<file path="src/hdl/rlkg_pkg.sv">
package rlkg_pkg;

    // Field and datapath widths
    localparam int COORD_W    = 16;
    localparam int DIFF_W     = COORD_W + 1;
    localparam int SQ_W       = 32;
    localparam int DIST_W     = SQ_W + 2;
    localparam int LIMIT_W    = DIST_W + 2;
    localparam int NIDX_W     = 10;
    localparam int COUNT_W    = 11;
    localparam int SPACE_W    = 15;
    localparam int CFG_IDX_W  = 1;
    localparam int CFG_DATA_W = 15;

    // Cycles from the last scan read until the sorted list has settled
    localparam int DRAIN_CYCLES = 4;

    // Configuration register indexes
    localparam logic [CFG_IDX_W-1:0] REG_NODE_SPACING = 1'b0;
    localparam logic [CFG_IDX_W-1:0] REG_NODE_COUNT   = 1'b1;

    // Opcodes
    localparam logic OP_LOAD  = 1'b0;
    localparam logic OP_QUERY = 1'b1;

    typedef struct packed {
        logic signed [COORD_W-1:0] x;
        logic signed [COORD_W-1:0] y;
        logic signed [COORD_W-1:0] z;
    } pos_t;

    // One scored candidate leaving the distance unit
    typedef struct packed {
        logic              valid;
        logic [NIDX_W-1:0] idx;
        logic [DIST_W-1:0] sq_dist;
    } cand_t;

endpackage

</file>
<file path="src/hdl/rlkg_dist.sv">
module rlkg_dist import rlkg_pkg::*; (
    input  logic              clk,
    input  logic              rst_n,
    input  logic              load_self,
    input  logic              in_valid,
    input  logic [NIDX_W-1:0] in_idx,
    input  pos_t              in_pos,
    output cand_t             cand
);

    pos_t self_reg;

    logic                     v1_reg, v2_reg, v3_reg;
    logic [NIDX_W-1:0]        i1_reg, i2_reg, i3_reg;
    logic signed [DIFF_W-1:0] dx_reg, dy_reg, dz_reg;
    logic [SQ_W-1:0]          sx_reg, sy_reg, sz_reg;
    logic [DIST_W-1:0]        sum_reg;

    logic signed [DIFF_W-1:0]   dx_next, dy_next, dz_next;
    logic signed [2*DIFF_W-1:0] px, py, pz;

    // Differences against the queried node, sign extended by one bit
    assign dx_next = {self_reg.x[COORD_W-1], self_reg.x} - {in_pos.x[COORD_W-1], in_pos.x};
    assign dy_next = {self_reg.y[COORD_W-1], self_reg.y} - {in_pos.y[COORD_W-1], in_pos.y};
    assign dz_next = {self_reg.z[COORD_W-1], self_reg.z} - {in_pos.z[COORD_W-1], in_pos.z};

    // Squares; magnitude below 2^16 so the square fits 32 bits
    assign px = dx_reg * dx_reg;
    assign py = dy_reg * dy_reg;
    assign pz = dz_reg * dz_reg;

    // Stage valids
    always_ff @(posedge clk or negedge rst_n)
    begin
        if (!rst_n)
        begin
            v1_reg <= 1'b0;
            v2_reg <= 1'b0;
            v3_reg <= 1'b0;
        end
        else
        begin
            v1_reg <= in_valid;
            v2_reg <= v1_reg;
            v3_reg <= v2_reg;
        end
    end

    // Datapath stages
    always_ff @(posedge clk)
    begin
        if (load_self)
        begin
            self_reg <= in_pos;
        end
        dx_reg  <= dx_next;
        dy_reg  <= dy_next;
        dz_reg  <= dz_next;
        i1_reg  <= in_idx;
        sx_reg  <= px[SQ_W-1:0];
        sy_reg  <= py[SQ_W-1:0];
        sz_reg  <= pz[SQ_W-1:0];
        i2_reg  <= i1_reg;
        sum_reg <= DIST_W'(sx_reg) + DIST_W'(sy_reg) + DIST_W'(sz_reg);
        i3_reg  <= i2_reg;
    end

    assign cand.valid   = v3_reg;
    assign cand.idx     = i3_reg;
    assign cand.sq_dist = sum_reg;

endmodule

</file>
<file path="config.mk">
export PLATFORM = sky130hd
export DESIGN_NAME = rlkg_dist
export DESIGN_NICKNAME = d
export VERILOG_FILES = /design/src/hdl/rlkg_pkg.sv /design/src/hdl/rlkg_dist.sv
export SDC_FILE = /design/constraint.sdc
export NUM_CORES = 2
export LEC_CHECK = 0
export BUFFER_PORTS_ARGS = -buffer_cell sky130_fd_sc_hd__buf_4
export CORE_MARGIN = 2
export CORE_UTILIZATION = 51
export DETAILED_ROUTE_END_ITERATION = 10
export PLACE_DENSITY_LB_ADDON = 0.25
export SYNTH_ARGS = -nofsm -noshare
export SYNTH_HDL_FRONTEND = slang
export SYNTH_SLANG_ARGS = --single-unit
</file>
<file path="constraint.sdc">
create_clock -name clk -period 6.2 [get_ports clk]
set_input_delay 0 -clock clk [delete_from_list [all_inputs] [get_ports clk]]
set_output_delay 0 -clock clk [all_outputs]
set_load 0.005 [all_outputs]
</file>
==> flow_results.xml <==
<?xml version="1.0" encoding="UTF-8"?>
<metrics>
  <group name="clock_tree">
    <metric name="clock-sinks" unit="">259</metric>
    <metric name="root_buffer" unit="">clkbuf_16</metric>
    <metric name="clkSlewWorstSetupHoldPaths" unit="ns">0.06</metric>
    <metric name="cts_tree" unit="">built</metric>
    <metric name="maximum_clock_insertion_buffer_count" unit="">3</metric>
    <metric name="tritoncts.num_buffers" unit="">34</metric>
    <metric name="htree_num_levels" unit="">2</metric>
    <metric name="insertion_delay" unit="ns">0.55</metric>
  </group>
  <group name="route">
    <metric name="detail-route-antenna-nets" unit="">0</metric>
    <metric name="route.detailed.vias_per_inst" unit="">4.94</metric>
    <metric name="drt_iter0_drc" unit="">1265</metric>
    <metric name="total_drc_errors_in_the_routed_layout" unit="">0</metric>
    <metric name="detail_route.wirelength" unit="µm">78600</metric>
    <metric name="wl_per_cell" unit="µm">15.1</metric>
    <metric name="first_pass_iters" unit="">5</metric>
    <metric name="via_count" unit="">25700</metric>
  </group>
  <group name="logic_synthesis">
    <metric name="synth_cells" unit="">3891</metric>
    <metric name="post_synth_num_cell_types" unit="">67</metric>
    <metric name="primary_ff_master_synth" unit="">dfxtp_1</metric>
    <metric name="edff_count_synth" unit="">48</metric>
    <metric name="synth.yosys.warnings" unit="">0</metric>
    <metric name="synth_seq_cells" unit="">259</metric>
    <metric name="syn-cell-area" unit="µm²">38300</metric>
    <metric name="async_flop_share" unit="">0.0116</metric>
    <metric name="seq_area_frac_synth" unit="">0.148</metric>
    <metric name="syn_avg_cell_area" unit="µm²">9.83</metric>
  </group>
  <group name="finish">
    <metric name="fillCellCount" unit="">6518</metric>
    <metric name="utilization_after_layout" unit="">0.583</metric>
    <metric name="layout.cells.most_common" unit="">inv_1</metric>
    <metric name="largest_reg_flops" unit="">48</metric>
    <metric name="highest_count_cells_in_the_layout_ignoring_fill_and_taps" unit="">inv_1 (1,076), fa_1 (796), ha_1 (326)</metric>
    <metric name="layout-drive-gt1-share" unit="">0.105</metric>
    <metric name="area_growth_syn_to_layout" unit="%">13.3</metric>
    <metric name="antennaDiodeCount" unit="">0</metric>
    <metric name="finalNetCount" unit="">5395</metric>
  </group>
  <group name="timing">
    <metric name="fmax" unit="GHz">0.164</metric>
    <metric name="timing.max_slew.rel_slack" unit="">0.509</metric>
    <metric name="rsz0062_at_grt" unit="">true</metric>
    <metric name="slew_limit_fails" unit="">0</metric>
    <metric name="hold_viol_final" unit="">0</metric>
    <metric name="layout_worst_path_cycle_share" unit="">0.983</metric>
    <metric name="worst_slew_pin_slew" unit="ns">0.727</metric>
    <metric name="skew" unit="ns">0.0318</metric>
    <metric name="final_min_period" unit="ns">6.10</metric>
    <metric name="setup_viol_count_final" unit="">0</metric>
  </group>
  <group name="min_path">
    <metric name="min_path_type" unit="">in -&gt; reg</metric>
  </group>
  <group name="run">
    <metric name="max-cap-violations" unit="">0</metric>
  </group>
  <group name="place">
    <metric name="portBuffers" unit="">106</metric>
    <metric name="hpwl" unit="µm">68100</metric>
    <metric name="finalWeightedCongestion" unit="">0.896</metric>
  </group>
  <group name="outcome">
    <metric name="status" unit="">finished clean</metric>
  </group>
  <group name="floorplan">
    <metric name="die_height" unit="µm">278</metric>
    <metric name="floorplan.rows" unit="">100</metric>
    <metric name="num_io_pins" unit="">107</metric>
    <metric name="die_x" unit="µm">278</metric>
    <metric name="initial_core_util" unit="">0.515</metric>
    <metric name="core_region_area" unit="µm²">74300</metric>
    <metric name="die_area" unit="µm²">77200</metric>
  </group>
  <group name="worst_setup_path">
    <metric name="worstSetupPathType" unit="">reg -&gt; reg</metric>
    <metric name="critPathCaptureType" unit="">flip-flop</metric>
    <metric name="worst_ep_arrival" unit="ns">6.58</metric>
    <metric name="worst-endpoint-required" unit="ns">6.68</metric>
    <metric name="cp_common_cell" unit="">fa_1</metric>
    <metric name="cpPeakStageDelay" unit="ns">0.53</metric>
    <metric name="worst_path_cell_chain" unit="">buf_6 &gt; nand2_2 &gt; fa_1 &gt; inv_2 &gt; fa_1 &gt; inv_2 &gt; fa_1 &gt; inv_1 &gt; fa_1 &gt; fa_1 &gt; inv_1 &gt; fa_1 &gt; inv_2 &gt; ha_4 &gt; a211oi_2 &gt; nand2_1 &gt; or3_4 &gt; nor3_4 &gt; nor4_4 &gt; o32a_1 &gt; a211o_1 &gt; a21oi_2 &gt; xnor2_1</metric>
    <metric name="cp_slowest_cell" unit="">fa_1</metric>
    <metric name="rrSetupSlack" unit="ns">0.10</metric>
    <metric name="cp_max_fo" unit="">6</metric>
    <metric name="critPathLaunchType" unit="">flip-flop</metric>
  </group>
  <group name="global_routing">
    <metric name="grt_util_all_layers" unit="">0.220</metric>
    <metric name="overflow" unit="">0</metric>
    <metric name="wire_length_of_the_first_global_routing_pass" unit="µm">137000</metric>
    <metric name="grt_start_max_net_pins" unit="">49</metric>
    <metric name="via_count_of_the_first_global_routing_pass" unit="">28200</metric>
    <metric name="antenna_violations_before_repair" unit="">0</metric>
  </group>
</metrics>
cells by family after synthesis:
logic type               count (synthesis)  share of synthesized area
flip-flops                             259                      0.148
adder cells (fa/ha/maj)               1134                      0.528
other                                    1                  0.0000980
multiplexers                             5                    0.00141
XOR/XNOR                               199                     0.0456
AND/OR/NAND/NOR                        766                     0.0980
AO/OA/AOI/OAI                          373                     0.0648
buffers and inverters                 1154                      0.113
metrics by stage:
stage	cell area (µm²)	cells	hold WS [ns]	setup slack, ns	TNS (ns)
after global placement	41300	5061	-0.209	0.0263	0
after detailed placement	41300	5061	-0.208	-0.102	-0.188
after CTS	43000	5182	0.0342	0.00820	0
after floorplan	38300	3893	-0.296	0.0155	0
final	43300	5191	0.0429	0.103	0
after global routing	43300	5191	0.0571	-0.0925	-0.208
critical path, delay by kind of cell (launching register included):
kind	cells	cell delay (ns)
simple gates	5	0.87
xor+xnor	1	0.12
compound gates	4	1.03
buf+inv	6	0.38
fa+ha+maj	7	3.28
flops	1	0.36
cell usage after synthesis (all sizes together), types with 5 or more instances:
cell type | number | share of area
a21oi | 119 | 0.016
nand4 | 8 | 0.0013
a31o | 6 | 0.0014
nor3b | 6 | 0.0012
a211oi | 14 | 0.0027
inv | 1083 | 0.11
nand2b | 27 | 0.0044
dfxtp | 208 | 0.11
nand3 | 28 | 0.0037
a21boi | 7 | 0.0014
a21o | 46 | 0.0090
nand2 | 280 | 0.027
xnor2 | 156 | 0.036
a2111oi | 11 | 0.0025
nor4 | 7 | 0.0011
ha | 331 | 0.11
clkbuf | 67 | 0.0066
fa | 803 | 0.42
o21ai | 62 | 0.0081
a31oi | 5 | 0.00082
nor3 | 32 | 0.0043
o211ai | 5 | 0.00098
o21bai | 18 | 0.0035
o21a | 32 | 0.0063
xor2 | 43 | 0.0098
or2 | 6 | 0.00098
and3 | 22 | 0.0036
a211o | 12 | 0.0027
nor2 | 118 | 0.012
or3 | 12 | 0.0020
edfxtp | 48 | 0.038
and2 | 169 | 0.028
nor2b | 45 | 0.0074
per-layer routing:
metal,vias to the layer above,global-route usage,wire (µm),part of all wire
met1,12800,0.301,35200,0.45
met2,467,0.369,37900,0.48
li1,12300,-,-,-
met3,94,0.0279,3440,0.044
met4,0,0.0585,2040,0.026
met5,-,0,0,0
cell type report:
type / instances / area, µm² / share of cell area
Clock inverter: 15 / 130 / 0.00300
Timing Repair Buffer: 341 / 2810 / 0.0647
Multi-Input combinational cell: 2480 / 28400 / 0.656
Clock buffer: 44 / 918 / 0.0212
Inverter: 1083 / 4070 / 0.0940
Sequential cell: 259 / 5760 / 0.133
Tap cell: 969 / 1210 / 0.0280
path summary, 6_finish.rpt:
kind | startpoint | to | cells after the start
setup / recovery | dz_reg[9] | sz_reg[30] | 23
hold / removal | load_self | self_reg[21] | 1
setup reg to reg | dz_reg[9] | sz_reg[30] | 23
hold reg to reg | i1_reg[3] | i2_reg[3] | 0
max in group asynchronous | rst_n | v3_reg | 3
min in group asynchronous | rst_n | v1_reg | 3
repair_timing:
item                       4_1_cts  5_1_grt
resized for setup                9      103
hold buffers                    61        0
hold endpoints to repair       103        0
pin swaps                        2       28
setup endpoints to repair        7       27
buffers inserted                 1        9
Power is not shown: default switching activity piles up to over one toggle a cycle in this logic, so the estimate is an artifact.
