<file path="src/hdl/rlkg_pkg.sv">
package rlkg_pkg;

    // Field and datapath widths
    localparam int COORD_W    = 16;
    localparam int DIFF_W     = COORD_W + 1;
    localparam int SQ_W       = 32;
    localparam int DIST_W     = SQ_W + 2;
    localparam int LIMIT_W    = DIST_W + 2;
    localparam int NIDX_W     = 10;
    localparam int COUNT_W    = 11;
    localparam int SPACE_W    = 15;
    localparam int CFG_IDX_W  = 1;
    localparam int CFG_DATA_W = 15;

    // Cycles from the last scan read until the sorted list has settled
    localparam int DRAIN_CYCLES = 4;

    // Configuration register indexes
    localparam logic [CFG_IDX_W-1:0] REG_NODE_SPACING = 1'b0;
    localparam logic [CFG_IDX_W-1:0] REG_NODE_COUNT   = 1'b1;

    // Opcodes
    localparam logic OP_LOAD  = 1'b0;
    localparam logic OP_QUERY = 1'b1;

    typedef struct packed {
        logic signed [COORD_W-1:0] x;
        logic signed [COORD_W-1:0] y;
        logic signed [COORD_W-1:0] z;
    } pos_t;

    // One scored candidate leaving the distance unit
    typedef struct packed {
        logic              valid;
        logic [NIDX_W-1:0] idx;
        logic [DIST_W-1:0] sq_dist;
    } cand_t;

endpackage

</file>
<file path="src/hdl/rlkg_list.sv">
module rlkg_list import rlkg_pkg::*; #(
    parameter int NEIGHBORS = 8
) (
    input  logic                 clk,
    input  logic                 rst_n,
    input  logic                 clear,
    input  cand_t                cand,
    input  logic [LIMIT_W-1:0]   limit,
    output logic [NIDX_W-1:0]    idx [NEIGHBORS],
    output logic [NEIGHBORS-1:0] pass
);

    logic [NEIGHBORS-1:0] valid_reg, valid_next;
    logic [DIST_W-1:0]    dist_reg [NEIGHBORS];
    logic [DIST_W-1:0]    dist_next [NEIGHBORS];
    logic [NIDX_W-1:0]    idx_reg [NEIGHBORS];
    logic [NIDX_W-1:0]    idx_next [NEIGHBORS];

    logic [NEIGHBORS-1:0] gt;
    logic [NEIGHBORS:0]   gt_ext;
    logic [NEIGHBORS-1:0] ins;

    // Slot p moves down when the candidate is strictly nearer or the slot is empty.
    // Equal distances stay ahead, so the lower index wins ties.
    always_comb
    begin
        for (int p = 0; p < NEIGHBORS; p++)
        begin
            gt[p] = !valid_reg[p] || (cand.sq_dist < dist_reg[p]);
        end
        gt_ext = {gt, 1'b0};
        for (int p = 0; p < NEIGHBORS; p++)
        begin
            ins[p] = gt[p] && !gt_ext[p];
        end
    end

    // Insert and shift
    always_comb
    begin
        valid_next = valid_reg;
        dist_next  = dist_reg;
        idx_next   = idx_reg;
        if (cand.valid)
        begin
            for (int p = 1; p < NEIGHBORS; p++)
            begin
                if (gt[p] && !ins[p])
                begin
                    valid_next[p] = valid_reg[p-1];
                    dist_next[p]  = dist_reg[p-1];
                    idx_next[p]   = idx_reg[p-1];
                end
            end
            for (int p = 0; p < NEIGHBORS; p++)
            begin
                if (ins[p])
                begin
                    valid_next[p] = 1'b1;
                    dist_next[p]  = cand.sq_dist;
                    idx_next[p]   = cand.idx;
                end
            end
        end
        if (clear)
        begin
            valid_next = '0;
        end
    end

    always_ff @(posedge clk or negedge rst_n)
    begin
        if (!rst_n)
        begin
            valid_reg <= '0;
        end
        else
        begin
            valid_reg <= valid_next;
        end
    end

    always_ff @(posedge clk)
    begin
        dist_reg <= dist_next;
        idx_reg  <= idx_next;
    end

    // Cutoff test 4*d2 < limit; the list is sorted so passing slots form a prefix
    always_comb
    begin
        for (int p = 0; p < NEIGHBORS; p++)
        begin
            pass[p] = valid_reg[p] && ({dist_reg[p], 2'b00} < limit);
            idx[p]  = idx_reg[p];
        end
    end

endmodule

</file>
<file path="config.mk">
export PLATFORM = sky130hd
export DESIGN_NAME = rlkg_list
export DESIGN_NICKNAME = d
export VERILOG_FILES = /design/src/hdl/rlkg_pkg.sv /design/src/hdl/rlkg_list.sv
export SDC_FILE = /design/constraint.sdc
export NUM_CORES = 1
export LEC_CHECK = 0
export BUFFER_PORTS_ARGS = -buffer_cell sky130_fd_sc_hd__buf_2
export CAP_MARGIN = 20
export CORE_MARGIN = 5
export CORE_UTILIZATION = 50
export DETAILED_ROUTE_END_ITERATION = 12
export GPL_TIMING_DRIVEN = 0
export PLACE_DENSITY = 0.67
export SLEW_MARGIN = 20
export SYNTH_ARGS = -nofsm -noshare
export SYNTH_HDL_FRONTEND = slang
export SYNTH_SLANG_ARGS = --single-unit
</file>
<file path="constraint.sdc">
create_clock -name clk -period 6.4 [get_ports clk]
set_input_delay 1.28 -clock clk [delete_from_list [all_inputs] [get_ports clk]]
set_output_delay 1.28 -clock clk [all_outputs]
set_load 0.1 [all_outputs]
</file>
==> results of run 1 <==
cell usage after synthesis (24+ instances only):
cell	count	share of area
nand2_1	36	0.0050
a211oi_1	24	0.0066
nor2b_1	24	0.0055
buf_6	24	0.0099
inv_1	305	0.042
a21oi_1	164	0.030
ha_1	536	0.25
mux2_2	287	0.12
nor2_1	80	0.011
nand3_1	40	0.0074
a21o_1	115	0.032
o21ai_0	90	0.017
edfxtp_1	352	0.39
nand4_1	108	0.025
metrics by stage:
step / total power [uW] / area (um2) / utilization / instances / hold slack, ns
3_5_place_dp: 5180 / 29300 / 0.543 / 3240 / 0.554
3_3_place_gp: 5080 / 29000 / 0.538 / 3222 / 0.552
5_1_grt: 8000 / 30700 / 0.569 / 3320 / 0.530
4_1_cts: 7670 / 30700 / 0.569 / 3319 / 0.507
2_1_floorplan: 4540 / 27300 / - / 2356 / 0.499
6_report: 7630 / 30700 / 0.569 / 3320 / 0.546
worst max-delay path: stages:
cell       delay (ns)
buf_2            0.09
inv_1            0.44
ha_1             0.35
a21oi_1          0.13
nor2b_1          0.06
o21ai_0          0.55
o2111ai_1        0.21
a31oi_1          0.60
o21ai_0          0.31
a211oi_1         0.27
buf_2            0.46
power breakdown:
part,switching (uW),internal [uW]
Clock,1040,1430
Sequential,167,2900
Combinational,1330,763
Total,2530,5090
area by class of cell:
class / count / area [um2] / area share
clock buffers: 57 / 1150 / 0.0374
plain buffers: 33 / 313 / 0.0102
flip-flops and latches: 360 / 10800 / 0.351
well taps: 696 / 871 / 0.0284
diodes: 1 / 2.50 / 0.0000815
inverters: 306 / 1150 / 0.0374
clock inverters: 22 / 245 / 0.00799
multi-input cells: 1657 / 15100 / 0.492
repair buffers: 188 / 1100 / 0.0359
layer usage:
metal | share of wire | track usage
met4 | 0.037 | 0.0906
met1 | 0.43 | 0.329
met2 | 0.48 | 0.441
met5 | 0 | 0
met3 | 0.052 | 0.0365
worst paths after layout:
kind | startpoint | to | slack, ns
max | limit[17] | pass[7] | 0.35
min | rst_n | valid_reg[7] | 0.55
max reg2reg | dist_reg[41] | dist_reg[9] | 1.84
min reg2reg | idx[15] | idx[5] | 0.57
max in group asynchronous | rst_n | valid_reg[0] | 5.66
min in group clk | idx[15] | idx[5] | 0.57
cell families after synthesis:
logic type	count (synthesis)	synth area share
AO/OA/AOI/OAI	467	0.107
adder cells (fa/ha/maj)	536	0.246
buffers and inverters	339	0.0537
flip-flops	360	0.395
multiplexers	308	0.128
AND/OR/NAND/NOR	346	0.0686
==> impl_metrics.ini, run 1 <==
[outcome]
status = complete, no violations

[clocking]
cts_root_buffer = clkbuf_16
clock_sinks = 360
clk_path_buf_depth = 3
cts_tree = built
ctsHoldBuffers = 0
numCtsBuffers = 43
cts_setup_buffers = 0
post_cts_resized = 0
clk_pin_slew_ns = 0.06
clock_latency_ns = 0.59
h-tree-depth = 2

[critical_path]
crit_required_ns = 5.12
cp-end-kind = output port
critical_path_class = in -> out
start_kind = primary input
crit_fanout = 8
worstPathArrival_ns = 4.77
reg2reg_depth = 11

[min_path]
hold_path.class = in -> async

[global_routing]
grt_pass1_vias = 21100
grt_pass1_wl_mm = 119
grt.overflow.total = 0
grtUsageTotal = 0.255
antenna_found_initial = 2
grt_max_degree = 45

[detailed_routing]
drt_iter0_drc = 1287
first_pass_iters = 5
routed_wl_mm = 77.0
drc = 0
wl_per_cell_um = 23.2
viasPerCell = 5.99
via_count = 19900
antenna_left = 0

[floorplan]
ioPinCount = 172
core_mm2 = 0.0539
die_y_um = 243
dieArea_mm2 = 0.0592
initial_core_util = 0.505
num_rows = 85
chipWidth_um = 243

[synth]
syn_area_per_cell_um2 = 11.6
syn_inst = 2356
synth-warning-count = 0
syn_nets = 2976
ys_seq_elements = 360
synth_edf_count = 352
yosysUniqueCellTypes = 58
synth_flop_cell = edfxtp_1
netlist_area_mm2 = 0.0272
async_reset_ff_frac = 0.0222
yosysSeqAreaShare = 0.395

[placed_design]
place_hpwl_mm = 59.6
port_buffers = 170
gp_congestion = 0.938
dp_slack_ns = 0.422

[sta]
finalHoldViolCount = 0
tns_ns = 0
max_freq_ghz = 0.165
min_period_over_period = 0.945
setup_violations = 0
fin_ws_ns = 0.350
slew_viol_final = 0
finClkSkew_ns = 0.0178
rsz0062_at_grt = no
worst_slew_pin_slew_ns = 1.20
min_period_ns = 6.05
relSlewSlack = 0.193

[cells_and_area]
fillers = 4435
largest_reg_flops = 272
area_growth_syn_to_layout_pct = 12.7
mostFrequentLayoutCells = 536 x ha_1, 352 x edfxtp_1, 305 x inv_1, 287 x mux2_2, 177 x buf_2
drive_gt1_frac = 0.231
final_common_cell = ha_1
layout.nets = 3209

[power_and_ir_drop]
ir_worst_vdd_mv = 0.265
power_density_mw_per_mm2 = 248
leakage_uw = 0.0141

[run]
cap_violations = 0
Power figures use the tool's default switching activity.
==> run 2: changes to the inputs <==
- CORE_MARGIN: 5 -> 4
==> run 2 against run 1 <==
Compared with the run above:
- via count up 0.14%
- sequential share of layout area is essentially flat
- maximum frequency up 0.82%
==> impl_metrics.ini, run 2 (same netlist as run 1, synthesis figures left out) <==
[sta]
worst_slew_pin_slew_ns = 1.06
fin_ws_ns = 0.399
finalHoldViolCount = 0
min_period_over_period = 0.938
rsz0062_at_grt = no
min_period_ns = 6.00
setup_violations = 0
tns_ns = 0
slew_viol_final = 0
max_freq_ghz = 0.167
finClkSkew_ns = 0.0394
relSlewSlack = 0.281

[floorplan]
chipWidth_um = 241
core_mm2 = 0.0539
num_rows = 85
dieArea_mm2 = 0.0583
initial_core_util = 0.505
ioPinCount = 172
die_y_um = 241

[clocking]
ctsHoldBuffers = 0
cts_root_buffer = clkbuf_16
clk_path_buf_depth = 3
clock_sinks = 360
numCtsBuffers = 43
clock_latency_ns = 0.60
post_cts_resized = 0
h-tree-depth = 2
cts_tree = built
clk_pin_slew_ns = 0.06
cts_setup_buffers = 0

[cells_and_area]
drive_gt1_frac = 0.233
final_common_cell = ha_1
layout.nets = 3212
largest_reg_flops = 272
mostFrequentLayoutCells = 536 x ha_1, 352 x edfxtp_1, 305 x inv_1, 287 x mux2_2, 179 x buf_2
finalNonFillerCells = 3320
fillers = 4487
area_growth_syn_to_layout_pct = 12.8

[detailed_routing]
drc = 0
via_count = 19900
routed_wl_mm = 76.6
first_pass_iters = 5
drt_iter0_drc = 1209
wl_per_cell_um = 23.1
viasPerCell = 6.00
antenna_left = 0

[global_routing]
grt_pass1_wl_mm = 116
grt_pass1_vias = 20900
use_met2 = 0.444
grt_max_degree = 45
top_usage_layer = met2
grtUsageTotal = 0.260
antenna_found_initial = 0
grt.met1_usage = 0.336
grt_use_met3 = 0.0369
grt.overflow.total = 0

[critical_path]
worstPathArrival_ns = 4.72
critical_path_class = in -> out
crit_fanout = 8
crit_required_ns = 5.12
start_kind = primary input
r2r_start = dist_reg[41]
cp-end-kind = output port
critPathLaunch = limit[17]

[placed_design]
dp_slack_ns = 0.440
port_buffers = 170
place_hpwl_mm = 59.3
dp.cells = 3243
gp_congestion = 0.903

[power_and_ir_drop]
power_density_mw_per_mm2 = 247
ir_worst_vdd_mv = 0.245
leakage_uw = 0.0142

[outcome]
status = complete, no violations

[min_path]
hold_path.class = in -> async

[run]
cap_violations = 0
run 2: cell types whose count changed in the layout (fill, tap and decap cells not counted), sizes merged:
| cell | delta |
|---|---|
| bufinv | -2 |
| clkinvlp | -1 |
| buf | +3 |
| inv | +1 |
| clkbuf | -1 |
run 2: critical path: stages:
cell and delay [ns]:
buf_2 0.09, inv_1 0.42, ha_1 0.35, a21oi_1 0.14, nor2b_1 0.06, o21ai_0 0.55
o2111ai_1 0.22, a31oi_1 0.56, o21ai_0 0.29, a211oi_1 0.28, buf_2 0.46
run 2: worst paths after layout:
kind / slack, ns / endpoint / cells past startpoint
setup / recovery: 0.40 / pass[7] / 11
hold reg to reg: 0.57 / idx[40] / 1
hold / removal: 0.54 / valid_reg[5] / 1
max in group asynchronous: 5.66 / valid_reg[0] / 1
setup reg to reg: 2.02 / dist_reg[11] / 11
min in group clk: 0.57 / idx[40] / 1
run 2: routing by layer:
metal	part of all wire	routed length, um	up-vias
met2	0.48	36700	514
met5	0	0	-
met4	0.040	3100	0
met1	0.42	32400	9843
li1	-	-	9402
met3	0.058	4410	149
run 2: where the power goes:
group	internal (uW)	switching, uW
Combinational	766	1320
Sequential	2900	170
Clock	1380	1050
run 2: metrics by stage:
step,util,power (uW),hold slack [ns],area (um2)
after detailed placement,0.544,5180,0.559,29400
after global routing,0.570,7960,0.545,30700
final,0.570,7590,0.542,30700
after CTS,0.570,7630,0.515,30700
after global placement,0.538,5080,0.547,29000
after floorplan,-,4540,0.499,27300
run 2: area by class of cell:
cell class                      instances  area [um2]  area share
Multi-Input combinational cell       1657       15100       0.491
Sequential cell                       360       10800       0.351
Clock buffer                           56        1170      0.0382
Timing Repair Buffer                  191        1150      0.0374
Inverter                              306        1150      0.0374
Tap cell                              696         871      0.0283
Buffer                                 33         313      0.0102
Clock inverter                         20         196     0.00639
Antenna cell                            1        2.50   0.0000814
